File: src/design/reorder_window_range_nak_macros.svh
// Assertion macros used by the engine design file.
`ifndef REORDER_WINDOW_RANGE_NAK_MACROS_SVH
`define REORDER_WINDOW_RANGE_NAK_MACROS_SVH

// Holds at every edge out of reset.
`define RWRN_ASSERT(lbl, cond, msg) \
    lbl: assert property (@(posedge i_clk) disable iff (!i_rst_n) (cond)) else $error(msg);

// Same-cycle implication.
`define RWRN_ASSERT_IMP(lbl, ante, cons, msg) \
    lbl: assert property (@(posedge i_clk) disable iff (!i_rst_n) (ante) |-> (cons)) \
        else $error(msg);

// Next-cycle implication.
`define RWRN_ASSERT_NXT(lbl, ante, cons, msg) \
    lbl: assert property (@(posedge i_clk) disable iff (!i_rst_n) (ante) |=> (cons)) \
        else $error(msg);

`endif

File: src/design/rwrn_pkg.sv
`timescale 1ns / 1ps
package rwrn_pkg;

    localparam int IDX_W   = 31;
    localparam int CNT_W   = 11;
    localparam int Q_DEPTH = 2;
    localparam logic [4:0] DIV_STEPS = 5'd3;

    typedef enum logic {
        OP_ARRIVE = 1'b0,
        OP_REPORT = 1'b1
    } t_op;

    typedef enum logic [1:0] {
        KIND_STATUS = 2'd0,
        KIND_RANGE  = 2'd1,
        KIND_DROP   = 2'd2
    } t_kind;

    typedef struct packed {
        t_op              op;
        logic [IDX_W-1:0] idx;
    } t_cmd;

    typedef struct packed {
        t_kind            kind;
        logic [IDX_W-1:0] range_index;
        logic             run_start;
        logic [CNT_W-1:0] released_count;
        logic [IDX_W-1:0] next_expected;
        logic             last;
    } t_result;

    typedef struct packed {
        logic recv;
        logic pend;
    } t_entry;

    typedef enum logic [2:0] {
        ST_INIT,
        ST_IDLE,
        ST_ARR,
        ST_REL,
        ST_WALK,
        ST_WEND,
        ST_FLUSH
    } t_state;

endpackage

File: src/design/rwrn_front.sv
`timescale 1ns / 1ps
module rwrn_front import rwrn_pkg::*; (
    input  logic             i_clk,
    input  logic             i_rst_n,
    input  logic             i_valid,
    input  logic             i_operation,
    input  logic [IDX_W-1:0] i_packet_index,
    output logic             o_stall,
    output t_cmd             o_cmd,
    output logic             o_cmd_valid,
    input  logic             i_cmd_take
);

    t_cmd       r_q [Q_DEPTH];
    logic       r_wp, r_rp;
    logic [1:0] r_cnt;
    logic       n_wp, n_rp;
    logic [1:0] n_cnt;
    logic       push, pop;
    t_cmd       cmd_in;

    assign o_stall     = (r_cnt == 2'(Q_DEPTH));
    assign o_cmd_valid = (r_cnt != 2'd0);
    assign o_cmd       = r_q[r_rp];
    assign push        = i_valid && !o_stall;
    assign pop         = i_cmd_take && o_cmd_valid;
    assign cmd_in      = '{op: t_op'(i_operation), idx: i_packet_index};

    always_comb begin
        n_wp  = push ? ~r_wp : r_wp;
        n_rp  = pop ? ~r_rp : r_rp;
        n_cnt = r_cnt + 2'(push) - 2'(pop);
    end

    always_ff @(posedge i_clk) begin
        if (!i_rst_n) begin
            r_wp  <= 1'b0;
            r_rp  <= 1'b0;
            r_cnt <= 2'd0;
        end else begin
            r_wp  <= n_wp;
            r_rp  <= n_rp;
            r_cnt <= n_cnt;
        end
    end

    always_ff @(posedge i_clk) begin
        if (push) begin
            r_q[r_wp] <= cmd_in;
        end
    end

endmodule

File: src/design/rwrn_engine.sv
`timescale 1ns / 1ps
`include "reorder_window_range_nak_macros.svh"
module rwrn_engine import rwrn_pkg::*; #(
    parameter int WINDOW           = 1024,
    parameter int MAX_REPORT_WORDS = 32
) (
    input  logic             i_clk,
    input  logic             i_rst_n,
    input  logic             i_cfg_we,
    input  logic [IDX_W-1:0] i_cfg_wdata,
    input  t_cmd             i_cmd,
    input  logic             i_cmd_valid,
    output logic             o_cmd_take,
    output t_result          o_result,
    output logic             o_valid,
    input  logic             i_stall
);

    localparam int AW  = (WINDOW > 1) ? $clog2(WINDOW) : 1;
    localparam int CW  = AW + 1;
    localparam int WDW = $clog2(MAX_REPORT_WORDS + 2);
    localparam int RK  = IDX_W + AW;
    localparam logic [CW-1:0]    W_C    = CW'(WINDOW);
    localparam logic [AW-1:0]    W_LAST = AW'(WINDOW - 1);
    localparam logic [WDW-1:0]   W_MAXW = WDW'(MAX_REPORT_WORDS);
    localparam logic [IDX_W-1:0] W_IDX  = IDX_W'(WINDOW);
    localparam logic [IDX_W:0]   RECIP  = (IDX_W+1)'((64'd1 << RK) / WINDOW);
    localparam logic [AW-1:0]    W_WRAP = AW'((64'd1 << IDX_W) % WINDOW);

    function automatic logic [AW-1:0] slot_add(input logic [AW-1:0] s,
                                               input logic [CW-1:0] d);
        logic [CW-1:0] sum;
        sum = {1'b0, s} + d;
        if (sum >= W_C) begin
            sum = sum - W_C;
        end
        return AW'(sum);
    endfunction

    function automatic logic [AW-1:0] slot_adv(input logic [AW-1:0]    s,
                                               input logic [IDX_W-1:0] idx,
                                               input logic [CW-1:0]    d);
        logic [IDX_W:0] sum;
        logic [AW-1:0]  t;
        sum = {1'b0, idx} + (IDX_W+1)'(d);
        t   = slot_add(s, d);
        if (sum[IDX_W]) begin
            t = (t >= W_WRAP) ? t - W_WRAP : AW'({1'b0, t} + W_C - {1'b0, W_WRAP});
        end
        return t;
    endfunction

    t_entry r_mem [WINDOW];
    t_entry r_rd;

    t_state           r_state, n_state;
    logic [IDX_W-1:0] r_head, n_head, r_base, n_base;
    logic [AW-1:0]    r_head_slot, n_head_slot, r_base_slot, n_base_slot;
    logic [AW-1:0]    r_ptr, n_ptr, r_off, n_off, r_wslot, n_wslot, r_prev, n_prev;
    logic [CW-1:0]    r_count, n_count, r_clr, n_clr;
    logic             r_have, n_have, r_in_run, n_in_run, r_cut, n_cut;
    logic [WDW-1:0]   r_words, n_words;
    t_result          r_hold, n_hold, r_out, n_out;
    logic             r_hold_valid, n_hold_valid, r_out_valid, n_out_valid;
    logic [IDX_W-1:0] r_div, n_div;
    logic [IDX_W-1:0] r_quo, n_quo;
    logic [CW-1:0]    r_part, n_part;
    logic [AW-1:0]    r_rem, n_rem;
    logic [4:0]       r_bits, n_bits;

    logic             mem_we;
    logic [AW-1:0]    mem_waddr, mem_raddr;
    t_entry           mem_wdata;

    logic             take, out_can_load, emit_ok;
    logic [IDX_W-1:0] arr_dh, arr_db;
    logic             arr_stale, arr_drop;
    logic [AW-1:0]    arr_slot;
    logic             rel_go;
    logic [CW-1:0]    prev_p1;
    logic             gap, need_emit, walk_stall, walk_last, cut_now, wend_stall;
    logic [WDW-1:0]   words_n;
    logic [IDX_W-1:0] h_dist;
    logic             c_lt_h;
    logic             clr_done, div_done, init_done;
    logic [2*IDX_W:0] mul_p;
    logic             emit_fire, out_load;
    t_result          emit_val, out_val;

    assign take         = (r_state == ST_IDLE) && i_cmd_valid && !i_cfg_we;
    assign o_cmd_take   = take;
    assign out_can_load = !r_out_valid || !i_stall;
    assign emit_ok      = !r_hold_valid || out_can_load;
    assign o_result     = r_out;
    assign o_valid      = r_out_valid;

    assign arr_dh    = i_cmd.idx - r_head;
    assign arr_db    = i_cmd.idx - r_base;
    assign arr_stale = arr_dh[IDX_W-1];
    assign arr_drop  = (arr_db >= IDX_W'(WINDOW));
    assign arr_slot  = slot_adv(r_base_slot, r_base, CW'(arr_db));

    assign rel_go = r_rd.recv && (r_count < W_C);

    assign prev_p1    = {1'b0, r_prev} + 1'b1;
    assign gap        = (prev_p1 != {1'b0, r_off});
    assign need_emit  = r_rd.pend && r_have && (gap || !r_in_run);
    assign walk_stall = need_emit && !emit_ok;
    assign words_n    = r_words + WDW'(need_emit);
    assign cut_now    = r_rd.pend && r_have && gap && (words_n >= W_MAXW);
    assign walk_last  = cut_now || (r_off == W_LAST);
    assign wend_stall = r_have && !emit_ok;

    assign h_dist = r_head - r_base;
    assign c_lt_h = (IDX_W'(prev_p1) < h_dist);

    assign clr_done  = (r_clr == W_C);
    assign div_done  = (r_bits == DIV_STEPS);
    assign init_done = clr_done && div_done;
    assign mul_p     = (2*IDX_W+1)'(r_div) * (2*IDX_W+1)'(RECIP);

    always_comb begin
        n_state = r_state;
        unique case (r_state)
            ST_INIT: begin
                if (init_done) n_state = ST_IDLE;
            end
            ST_IDLE: begin
                if (take) begin
                    if (i_cmd.op == OP_REPORT) n_state = ST_REL;
                    else if (arr_stale) n_state = ST_IDLE;
                    else if (arr_drop) n_state = ST_FLUSH;
                    else n_state = ST_ARR;
                end
            end
            ST_ARR: n_state = ST_IDLE;
            ST_REL: begin
                if (!rel_go) n_state = ST_WALK;
            end
            ST_WALK: begin
                if (!walk_stall && walk_last) n_state = ST_WEND;
            end
            ST_WEND: begin
                if (!wend_stall) n_state = ST_FLUSH;
            end
            ST_FLUSH: begin
                if (out_can_load) n_state = ST_IDLE;
            end
            default: n_state = ST_INIT;
        endcase
        if (i_cfg_we) n_state = ST_INIT;
    end

    always_comb begin
        n_head = r_head;  n_base = r_base;
        n_head_slot = r_head_slot;  n_base_slot = r_base_slot;
        n_ptr = r_ptr;  n_off = r_off;  n_wslot = r_wslot;  n_prev = r_prev;
        n_count = r_count;  n_clr = r_clr;
        n_have = r_have;  n_in_run = r_in_run;  n_cut = r_cut;  n_words = r_words;
        n_hold = r_hold;  n_hold_valid = r_hold_valid;
        n_div = r_div;  n_quo = r_quo;  n_part = r_part;  n_rem = r_rem;  n_bits = r_bits;
        mem_we = 1'b0;  mem_waddr = r_head_slot;  mem_wdata = '0;
        mem_raddr = r_head_slot;
        emit_fire = 1'b0;  emit_val = '0;

        unique case (r_state)
            ST_INIT: begin
                if (!clr_done) begin
                    mem_we    = 1'b1;
                    mem_waddr = AW'(r_clr);
                    n_clr     = r_clr + 1'b1;
                end
                if (!div_done) begin
                    n_bits = r_bits + 1'b1;
                    if (r_bits == 5'd0) begin
                        n_quo = IDX_W'(mul_p >> RK);
                    end else if (r_bits == 5'd1) begin
                        n_part = CW'(r_div - r_quo * W_IDX);
                    end else begin
                        n_rem = AW'((r_part >= W_C) ? r_part - W_C : r_part);
                    end
                end
                if (init_done) begin
                    n_head_slot = r_rem;
                    n_base_slot = r_rem;
                end
            end
            ST_IDLE: begin
                n_count = '0;
                if (take && i_cmd.op == OP_ARRIVE) begin
                    mem_raddr = arr_slot;
                    n_ptr     = arr_slot;
                    if (!arr_stale && arr_drop) begin
                        n_hold       = '0;
                        n_hold.kind  = KIND_DROP;
                        n_hold_valid = 1'b1;
                    end
                end
            end
            ST_ARR: begin
                if (!r_rd.recv) begin
                    mem_we    = 1'b1;
                    mem_waddr = r_ptr;
                    mem_wdata = '{recv: 1'b1, pend: 1'b1};
                end
            end
            ST_REL: begin
                if (rel_go) begin
                    mem_we      = 1'b1;
                    mem_waddr   = r_head_slot;
                    mem_wdata   = '{recv: 1'b0, pend: r_rd.pend};
                    n_head      = r_head + 1'b1;
                    n_head_slot = slot_adv(r_head_slot, r_head, CW'(1));
                    mem_raddr   = slot_adv(r_head_slot, r_head, CW'(1));
                    n_count     = r_count + 1'b1;
                end else begin
                    n_hold                = '0;
                    n_hold.kind           = KIND_STATUS;
                    n_hold.released_count = CNT_W'(r_count);
                    n_hold.next_expected  = r_head;
                    n_hold_valid          = 1'b1;
                    n_off     = '0;
                    n_wslot   = r_base_slot;
                    mem_raddr = r_base_slot;
                    n_have    = 1'b0;
                    n_in_run  = 1'b0;
                    n_cut     = 1'b0;
                    n_words   = '0;
                end
            end
            ST_WALK: begin
                mem_raddr = r_wslot;
                if (!walk_stall) begin
                    if (r_rd.pend) begin
                        mem_we    = 1'b1;
                        mem_waddr = r_wslot;
                        mem_wdata = '{recv: r_rd.recv, pend: 1'b0};
                        if (r_have) begin
                            n_in_run = !gap;
                            n_words  = words_n;
                        end
                        n_have = 1'b1;
                        n_prev = r_off;
                    end
                    if (need_emit) begin
                        emit_fire            = 1'b1;
                        emit_val.kind        = KIND_RANGE;
                        emit_val.range_index = r_base + IDX_W'(r_prev);
                        emit_val.run_start   = !gap;
                    end
                    n_cut     = cut_now;
                    n_off     = r_off + 1'b1;
                    n_wslot   = slot_adv(r_wslot, r_base + IDX_W'(r_off), CW'(1));
                    mem_raddr = slot_adv(r_wslot, r_base + IDX_W'(r_off), CW'(1));
                end
            end
            ST_WEND: begin
                if (!wend_stall) begin
                    if (r_have) begin
                        emit_fire            = 1'b1;
                        emit_val.kind        = KIND_RANGE;
                        emit_val.range_index = r_base + IDX_W'(r_prev);
                    end
                    if (r_cut && c_lt_h) begin
                        n_base      = r_base + IDX_W'(prev_p1);
                        n_base_slot = slot_adv(r_base_slot, r_base, prev_p1);
                    end else begin
                        n_base      = r_head;
                        n_base_slot = r_head_slot;
                    end
                end
            end
            ST_FLUSH: begin
            end
            default: begin
            end
        endcase

        out_load = 1'b0;
        out_val  = r_hold;
        if (r_state == ST_FLUSH && out_can_load) begin
            out_load     = 1'b1;
            out_val.last = 1'b1;
            n_hold_valid = 1'b0;
        end
        if (emit_fire) begin
            if (r_hold_valid) begin
                out_load     = 1'b1;
                out_val.last = 1'b0;
            end
            n_hold       = emit_val;
            n_hold_valid = 1'b1;
        end
        n_out       = out_load ? out_val : r_out;
        n_out_valid = out_load ? 1'b1 : (r_out_valid && i_stall);

        if (i_cfg_we) begin
            n_div        = i_cfg_wdata;
            n_rem        = '0;
            n_bits       = '0;
            n_clr        = '0;
            n_head       = i_cfg_wdata;
            n_base       = i_cfg_wdata;
            n_hold_valid = 1'b0;
        end
    end

    always_ff @(posedge i_clk) begin
        if (mem_we) begin
            r_mem[mem_waddr] <= mem_wdata;
        end
        r_rd <= r_mem[mem_raddr];
    end

    always_ff @(posedge i_clk) begin
        if (!i_rst_n) begin
            r_state      <= ST_INIT;
            r_head       <= '0;
            r_base       <= '0;
            r_div        <= '0;
            r_rem        <= '0;
            r_bits       <= '0;
            r_clr        <= '0;
            r_count      <= '0;
            r_have       <= 1'b0;
            r_in_run     <= 1'b0;
            r_cut        <= 1'b0;
            r_words      <= '0;
            r_hold_valid <= 1'b0;
            r_out_valid  <= 1'b0;
        end else begin
            r_state      <= n_state;
            r_head       <= n_head;
            r_base       <= n_base;
            r_div        <= n_div;
            r_rem        <= n_rem;
            r_bits       <= n_bits;
            r_clr        <= n_clr;
            r_count      <= n_count;
            r_have       <= n_have;
            r_in_run     <= n_in_run;
            r_cut        <= n_cut;
            r_words      <= n_words;
            r_hold_valid <= n_hold_valid;
            r_out_valid  <= n_out_valid;
        end
    end

    always_ff @(posedge i_clk) begin
        r_head_slot <= n_head_slot;
        r_base_slot <= n_base_slot;
        r_ptr       <= n_ptr;
        r_off       <= n_off;
        r_wslot     <= n_wslot;
        r_prev      <= n_prev;
        r_hold      <= n_hold;
        r_out       <= n_out;
        r_quo       <= n_quo;
        r_part      <= n_part;
    end

    `RWRN_ASSERT_IMP(a_idle_hold_empty, r_state == ST_IDLE, !r_hold_valid, "hold busy in idle")
    `RWRN_ASSERT_IMP(a_slots_in_range, r_state != ST_INIT,
        ({1'b0, r_head_slot} < W_C) && ({1'b0, r_base_slot} < W_C), "slot out of range")
    `RWRN_ASSERT_NXT(a_arrival_two_cycles, r_state == ST_ARR,
        r_state == ST_IDLE || r_state == ST_INIT, "arrival overran")
    `RWRN_ASSERT(a_release_bound, r_count <= W_C, "release count past window")

endmodule

File: src/design/reorder_window_range_nak.sv
`timescale 1ns / 1ps
// Receive-side sequence tracker. An arrival (operation 0) reads its slot of
// the shared received/pending bitmap memory and then writes it unless it is
// already marked received; the memory has a single read and a single write
// port. A report (operation 1) releases received packets at the head one per
// cycle, then walks the pending map one slot per cycle unless the output
// side stalls. A two-word input queue takes words while a report runs. After
// reset and after every first_index write the block clears the bitmap memory
// and reduces first_index modulo WINDOW, while the input queue still takes up
// to two words.
module reorder_window_range_nak import rwrn_pkg::*; #(
    parameter int WINDOW           = 1024,
    parameter int MAX_REPORT_WORDS = 32
) (
    input  logic             i_clk,
    input  logic             i_rst_n,
    input  logic             i_cfg_we,
    input  logic [IDX_W-1:0] i_cfg_wdata,
    input  logic             i_valid,
    output logic             o_stall,
    input  logic             i_operation,
    input  logic [IDX_W-1:0] i_packet_index,
    output logic             o_valid,
    input  logic             i_stall,
    output logic [1:0]       o_kind,
    output logic [IDX_W-1:0] o_range_index,
    output logic             o_run_start,
    output logic [CNT_W-1:0] o_released_count,
    output logic [IDX_W-1:0] o_next_expected,
    output logic             o_last
);

    t_cmd    cmd;
    logic    cmd_valid, cmd_take;
    t_result result;

    rwrn_front u_front (
        .i_clk          (i_clk),
        .i_rst_n        (i_rst_n),
        .i_valid        (i_valid),
        .i_operation    (i_operation),
        .i_packet_index (i_packet_index),
        .o_stall        (o_stall),
        .o_cmd          (cmd),
        .o_cmd_valid    (cmd_valid),
        .i_cmd_take     (cmd_take)
    );

    rwrn_engine #(
        .WINDOW           (WINDOW),
        .MAX_REPORT_WORDS (MAX_REPORT_WORDS)
    ) u_engine (
        .i_clk       (i_clk),
        .i_rst_n     (i_rst_n),
        .i_cfg_we    (i_cfg_we),
        .i_cfg_wdata (i_cfg_wdata),
        .i_cmd       (cmd),
        .i_cmd_valid (cmd_valid),
        .o_cmd_take  (cmd_take),
        .o_result    (result),
        .o_valid     (o_valid),
        .i_stall     (i_stall)
    );

    assign o_kind           = result.kind;
    assign o_range_index    = result.range_index;
    assign o_run_start      = result.run_start;
    assign o_released_count = result.released_count;
    assign o_next_expected  = result.next_expected;
    assign o_last           = result.last;

endmodule
File: config.mk
export PLATFORM = sky130hd
export DESIGN_NAME = reorder_window_range_nak
export DESIGN_NICKNAME = d
export VERILOG_FILES = /design/src/design/rwrn_pkg.sv /design/src/design/rwrn_front.sv /design/src/design/rwrn_engine.sv /design/src/design/reorder_window_range_nak.sv
export VERILOG_INCLUDE_DIRS = /design/src /design/src/design
export SDC_FILE = /design/constraint.sdc
export NUM_CORES = 2
export LEC_CHECK = 0
export ABC_AREA = 1
export BUFFER_PORTS_ARGS = -buffer_cell sky130_fd_sc_hd__buf_2
export CAP_MARGIN = 40
export CORE_UTILIZATION = 59
export CTS_CLUSTER_SIZE = 30
export DETAILED_ROUTE_END_ITERATION = 8
export HOLD_SLACK_MARGIN = 0.06
export MAX_ROUTING_LAYER = met4
export PLACE_DENSITY_LB_ADDON = 0.15
export RECOVER_POWER = 50
export SLEW_MARGIN = 20
export SYNTH_ARGS = -nofsm -noshare
export SYNTH_HDL_FRONTEND = slang
export SYNTH_HIERARCHICAL = 1
export SYNTH_SLANG_ARGS = --single-unit
File: constraint.sdc
create_clock -name i_clk -period 87 [get_ports i_clk]
set_input_delay 13.05 -clock i_clk [delete_from_list [all_inputs] [get_ports i_clk]]
set_output_delay 13.05 -clock i_clk [all_outputs]
set_load 0.01 [all_outputs]
==> After elaboration in Yosys (flattened, before gate mapping) <==
Memories as Yosys holds them, arrays and structs flattened. A register that Yosys moved wholly into a read port is not among the register bits.
Cells that the tools add are included.
{ "classes": {"add_sub_neg": 33, "magnitude_cmp": 13, "n_eq_ne": 31, "n_mux": 120, "bitwise_logic": 9, "reduce_logical": 65} }
{ "ops": {"columns": ["op", "n"], "rows": [
  ["$mux 10", 34],
  ["$mux 77", 4],
  ["$mux 31", 7],
  ["$pmux 77 s2", 1],
  ["$sub 31x31->31", 3],
  ["$pmux 10 s2", 4],
  ["$mux 33", 2],
  ["$pmux 33 s2", 1],
  ["$add 31x1->32 const B", 2],
  ["$add 31x11->32", 2],
  ["$add 31x10->31", 2],
  ["$pmux 10 s3", 2],
  ["$ge 11x11->1 const B", 5],
  ["$add 10x1->10 const B", 5],
  ["$sub 10x1->10 const B", 5],
  ["$ge 10x1->1 const B", 4],
  ["$mux 1", 36],
  ["$mux 34", 1],
  ["$add 10x1->11 const B", 3],
  ["$mux 32", 1],
  ["$add 31x1->31 const B", 1],
  ["$add 31x11->31", 1],
  ["$ge 31x11->1 const B", 1],
  ["$lt 11x31->1", 1],
  ["other kinds (49)", 143]
]} }
{ "word_totals": {"regBits": 354, "ramBits": 2112, "inputBits": 68, "word_cells": 310, "memories": 2} }
{ "mem_list": {"columns": ["memory", "depth", "word_bits", "read_ports", "rd_ports_with_merged_regs", "write_ports", "line_no", "source"], "rows": [
  ["u_engine.r_mem", 1024, 2, 1, 1, 1, "rwrn_engine.sv:53", "t_entry r_mem [WINDOW];"],
  ["u_front.r_q", 2, 32, 1, 1, 1, "rwrn_front.sv:14", "t_cmd r_q [Q_DEPTH];"]
]} }

==> Longest topological paths before layout <==
{ "logic_depth": {"word_depth": 13, "depth_mapped": 31, "ltp_nobuf": 29} }

==> Modules after synthesis <==
The synthesis kept the hierarchy.
{ "modules_own_cells": {"columns": ["module", "n_inst", "cells_each", "area_per_inst_um2", "seq_area_each_um2"], "rows": [
  ["rwrn_engine", 1, 11432, 113151.0, 70277.4],
  ["rwrn_front", 1, 138, 2713.9, 2021.9]
]} }

==> Worst setup path after synthesis <==
Ideal clock, no wire load.
{ "synth_path": {"kind": "input to register", "start": "in i_stall", "end": "mem u_engine/r_mem[0][1] (netlist bit), data pin", "arrival_time_ps": 40298, "path_slack_ps": 41299, "cell_stages": 9, "n_path_buf": 2, "cell_sequence": "nand2_1 -> nor2_1 -> nand3_2 -> nand2_2 -> buf_6 -> buf_4 -> nor2_1 -> inv_1 -> o21bai_1"} }
{ "synth_rtl": {"columns": ["item", "line_no", "source"], "rows": [
  ["start: declaration", "reorder_window_range_nak.sv:24", "input logic i_stall,"],
  ["end: declaration", "rwrn_engine.sv:53", null]
]} }

==> flow_metrics.tcl <==
set metrics [dict create \
    cp_data_arrival_time_ns 23.37 \
    vias 87400 \
    hold_viol_final 0 \
    pwr-share-seq 0.527 \
    critPathBufInv 9 \
    drv_cap 54 \
    rrSetupSlack_ns 63.86 \
    end_kind "register" \
    port_buffers 146 \
    firstDrtPassIters 6 \
    critPathLaunchType "register" \
    fmax_ghz 0.0432 \
    postCtsResizedCells 0 \
    failed_checks "max-capacitance violations, max-slew violations" \
    antenna_left 0 \
    drcViolationCount 0 \
    die-area_um2 198000 \
    grt_overflow_total 0 \
    p_int_uw 1930 \
    combinationalPowerShare 0.028 \
    ios 147 \
    ctsLongestPathBuffers 4 \
    areaGrowthSynthToFinish_pct 9.46 \
    leakagePower_uw 0.0478 \
    coreArea_um2 195000 \
    avgSynthCellArea_um2 10.0 \
    die_y_um 445 \
    required_ns 87.23 \
    fin_hold_ws_ns 0.362 \
    wl_per_cell_um 24.3 \
    swShare 0.206 \
    clk_pin_slew_ns 0.06 \
    async_flop_share 0 \
    setup_viol 0 \
    yosysTopAreaCell "edfxtp_1" \
    final_nets 11700 \
    yosysUniqueCellTypes 60 \
    total_power_uw 2440 \
    whs_endpoint "u_engine/o_result[62]" \
    worst_path_most_repeated_cell "clkbuf_1" \
    p_per_area_nw_per_um2 19.2 \
    ff2ff_path_depth 13 \
    cts_max_level 5 \
    synth_top_area_frac 0.594 \
    status "finished with violations" \
    worstPathCellList "inv_1, nor3_4, clkbuf_1, clkinv_1, clkbuf_1, nor2_1, clkbuf_1, nor2_1, nor2_4, clkbuf_1, clkbuf_1, clkbuf_1, clkbuf_1" \
    dpl.hpwl_um 206000 \
    postCtsSetupRepairBufs 0 \
    clkSinkCount 2465 \
    ir_worst_vdd_mv 0.0171 \
    synth-seq-cells 2465 \
    drive_gt1_frac 0.0583 \
    rr_startpoint "u_engine/r_state[0]" \
    pwr-share-clk 0.445 \
    drt-total-wl_um 346000 \
    dp_slack_ns 66.14 \
    period_needed_ns 23.14 \
    grt_pass1_vias 83000 \
    path_delay_family "buffers and inverters" \
    grt_first_pass_wirelength_um 513000 \
    synth_edf_count 2293 \
    clkLatencyLatePin_ns 0.95 \
    start_util 0.594 \
    maxSlewViolCount 2092 \
    p_sw_uw 503 \
    cts_hold_buf 0 \
    drt-initial-drc-count 11100 \
    cts_buffers 276 \
    routabilityCongestion 0.929 \
    hold_depth 0 \
    syn_area_um2 116000 \
    cpMaxStageDelayCell "clkbuf_1" \
    worst_pin_slew_ns 10.38 \
    die_w_um 445 \
    yosysSeqAreaShare 0.624 \
    r2r-end "u_engine/r_mem[637][0]" \
    fin_crit_sh 0.266 \
    tns_ns 0 \
    root_buffer "clkbuf_16" \
    antenna_found_initial 9 \
    synth_ff_type "edfxtp_1" \
    cts_tree "built" \
    grt_usage 0.355 \
    num_rows 162 \
    worstSetupPathType "reg2reg" \
    synth_area_leaders "edfxtp_1, nand3_1, nand2_1" \
    ys_warn_count 6 \
    fin_skew_ns 0.0678 \
    syn_nets 11800 \
    rsz0062_at_grt "no" \
    via_per_inst 6.14 \
    hp-start "u_engine/out_val[62]" \
    maxSlewHeadroom -5.92 \
    hold_path.class "reg2reg" \
    timing.final.ws_setup_ns 63.86 \
    utilization 0.650 \
    critPathMaxStageDelay_ns 7.13 \
    cp_max_fo 239 \
    syn_inst 11600 \
    grt_max_degree 242 \
]
==> placed cells by master, fill, tap and decap left out, types with 237 or more instances in the layout <==
master / Yosys / final
nand2_1: 2355 / 2334
edfxtp_1: 2293 / 2293
nand3_1: 1829 / 1829
nor2_1: 1277 / 1274
inv_1: 1026 / 1028
o211ai_1: 419 / 419
a21oi_1: 304 / 303
clkbuf_16: 0 / 287
nand3b_1: 245 / 245
clkbuf_1: 371 / 237
==> state kept, by name, indices dropped and copies added (netlist names), 2 cells and up, named ones only <==
register / count
u_engine/r_head: 31
u_engine/r_div: 10
u_engine/r_mem: 2048
u_engine/r_ptr: 10
u_engine/r_prev: 10
u_engine/r_wslot: 10
u_engine/r_rd: 2
u_engine/r_head_slot: 10
u_engine/r_bits: 5
u_engine/r_count: 11
u_engine/out_val: 76
u_engine/r_part: 10
u_engine/r_state: 3
u_engine/r_clr: 11
u_engine/r_base: 31
u_engine/r_rem: 10
u_engine/r_base_slot: 10
u_engine/r_words: 6
u_front/r_q: 64
u_engine/r_off: 10
u_engine/o_result: 77
u_front/r_cnt: 2
==> how the worst max path moves through the flow <==
stage	from	end	depth (start not counted)
final	u_engine/r_state[0]	u_engine/r_mem[637][0]	13
after global routing	u_engine/r_state[0]	u_engine/r_mem[637][0]	13
after CTS	i_cfg_we	u_engine/r_rd[0]	29
after detailed placement	i_cfg_we	u_engine/r_rd[0]	29
after global placement	i_cfg_we	u_engine/r_rd[0]	29
after floorplan	i_stall	u_engine/r_mem[0][1]	9
==> logic make-up after synthesis <==
kind of cell	count (synthesis)	synth area share
AOI/OAI and AO/OA	1064	0.0582
xor gates and xnor gates	118	0.00892
adders and majority gates	159	0.0176
buffers and inverters	1842	0.0650
DFF	2465	0.624
muxes	32	0.00408
and+or+nand+nor	5890	0.222
==> cell usage after synthesis (10+ instances only) <==
| library cell | n |
|---|---|
| nand2_1 | 2355 |
| edfxtp_1 | 2293 |
| nand3_1 | 1829 |
| nor2_1 | 1277 |
| inv_1 | 1026 |
| o211ai_1 | 419 |
| clkbuf_1 | 371 |
| buf_2 | 335 |
| a21oi_1 | 304 |
| nand3b_1 | 245 |
| o21ai_0 | 199 |
| dfxtp_1 | 172 |
| ha_1 | 153 |
| xor2_1 | 92 |
| nor3_1 | 75 |
| buf_1 | 45 |
| nand4_1 | 37 |
| buf_4 | 32 |
| a31oi_1 | 30 |
| mux2_4 | 30 |
| xnor2_1 | 26 |
| inv_2 | 21 |
| o21ai_1 | 18 |
| nor4_1 | 16 |
| o21bai_1 | 16 |
| nor2_2 | 14 |
| a22oi_1 | 11 |
| nor3b_1 | 10 |
==> per-layer routing <==
metal  track usage  vias up  part of all wire
met5             -        -                 0
met4         0.154        0             0.047
met3        0.0543      885              0.10
met2         0.535     4694              0.46
met1         0.481    42300              0.39
li1              -    39500                 -
==> metrics by stage <==
stage	area, um^2	std cells
after floorplan	116000	11600
after global placement	118000	13700
after detailed placement	119000	13800
after CTS	127000	14200
after global routing	127000	14200
final	127000	14200
==> power groups by stage <==
stage | clock (uW) | combinational (uW) | sequential (uW)
floorplan | 0 | 45.5 | 1310
global placement | 0 | 66.0 | 1310
detailed placement | 0 | 67.2 | 1310
CTS | 1090 | 67.7 | 1290
global route | 1140 | 74.7 | 1290
finish | 1080 | 67.7 | 1290
==> cell type report <==
type                            count  area (um^2)
Fill cell                       15600        68200
Timing Repair Buffer              369         2870
Sequential cell                  2465        72300
Clock inverter                    104          714
Clock buffer                      360         7500
Inverter                         1052         3960
Multi-Input combinational cell   7263        36200
Tap cell                         2624         3280
Antenna cell                        6         15.0
No activity file was read; power rests on OpenSTA's default activity.
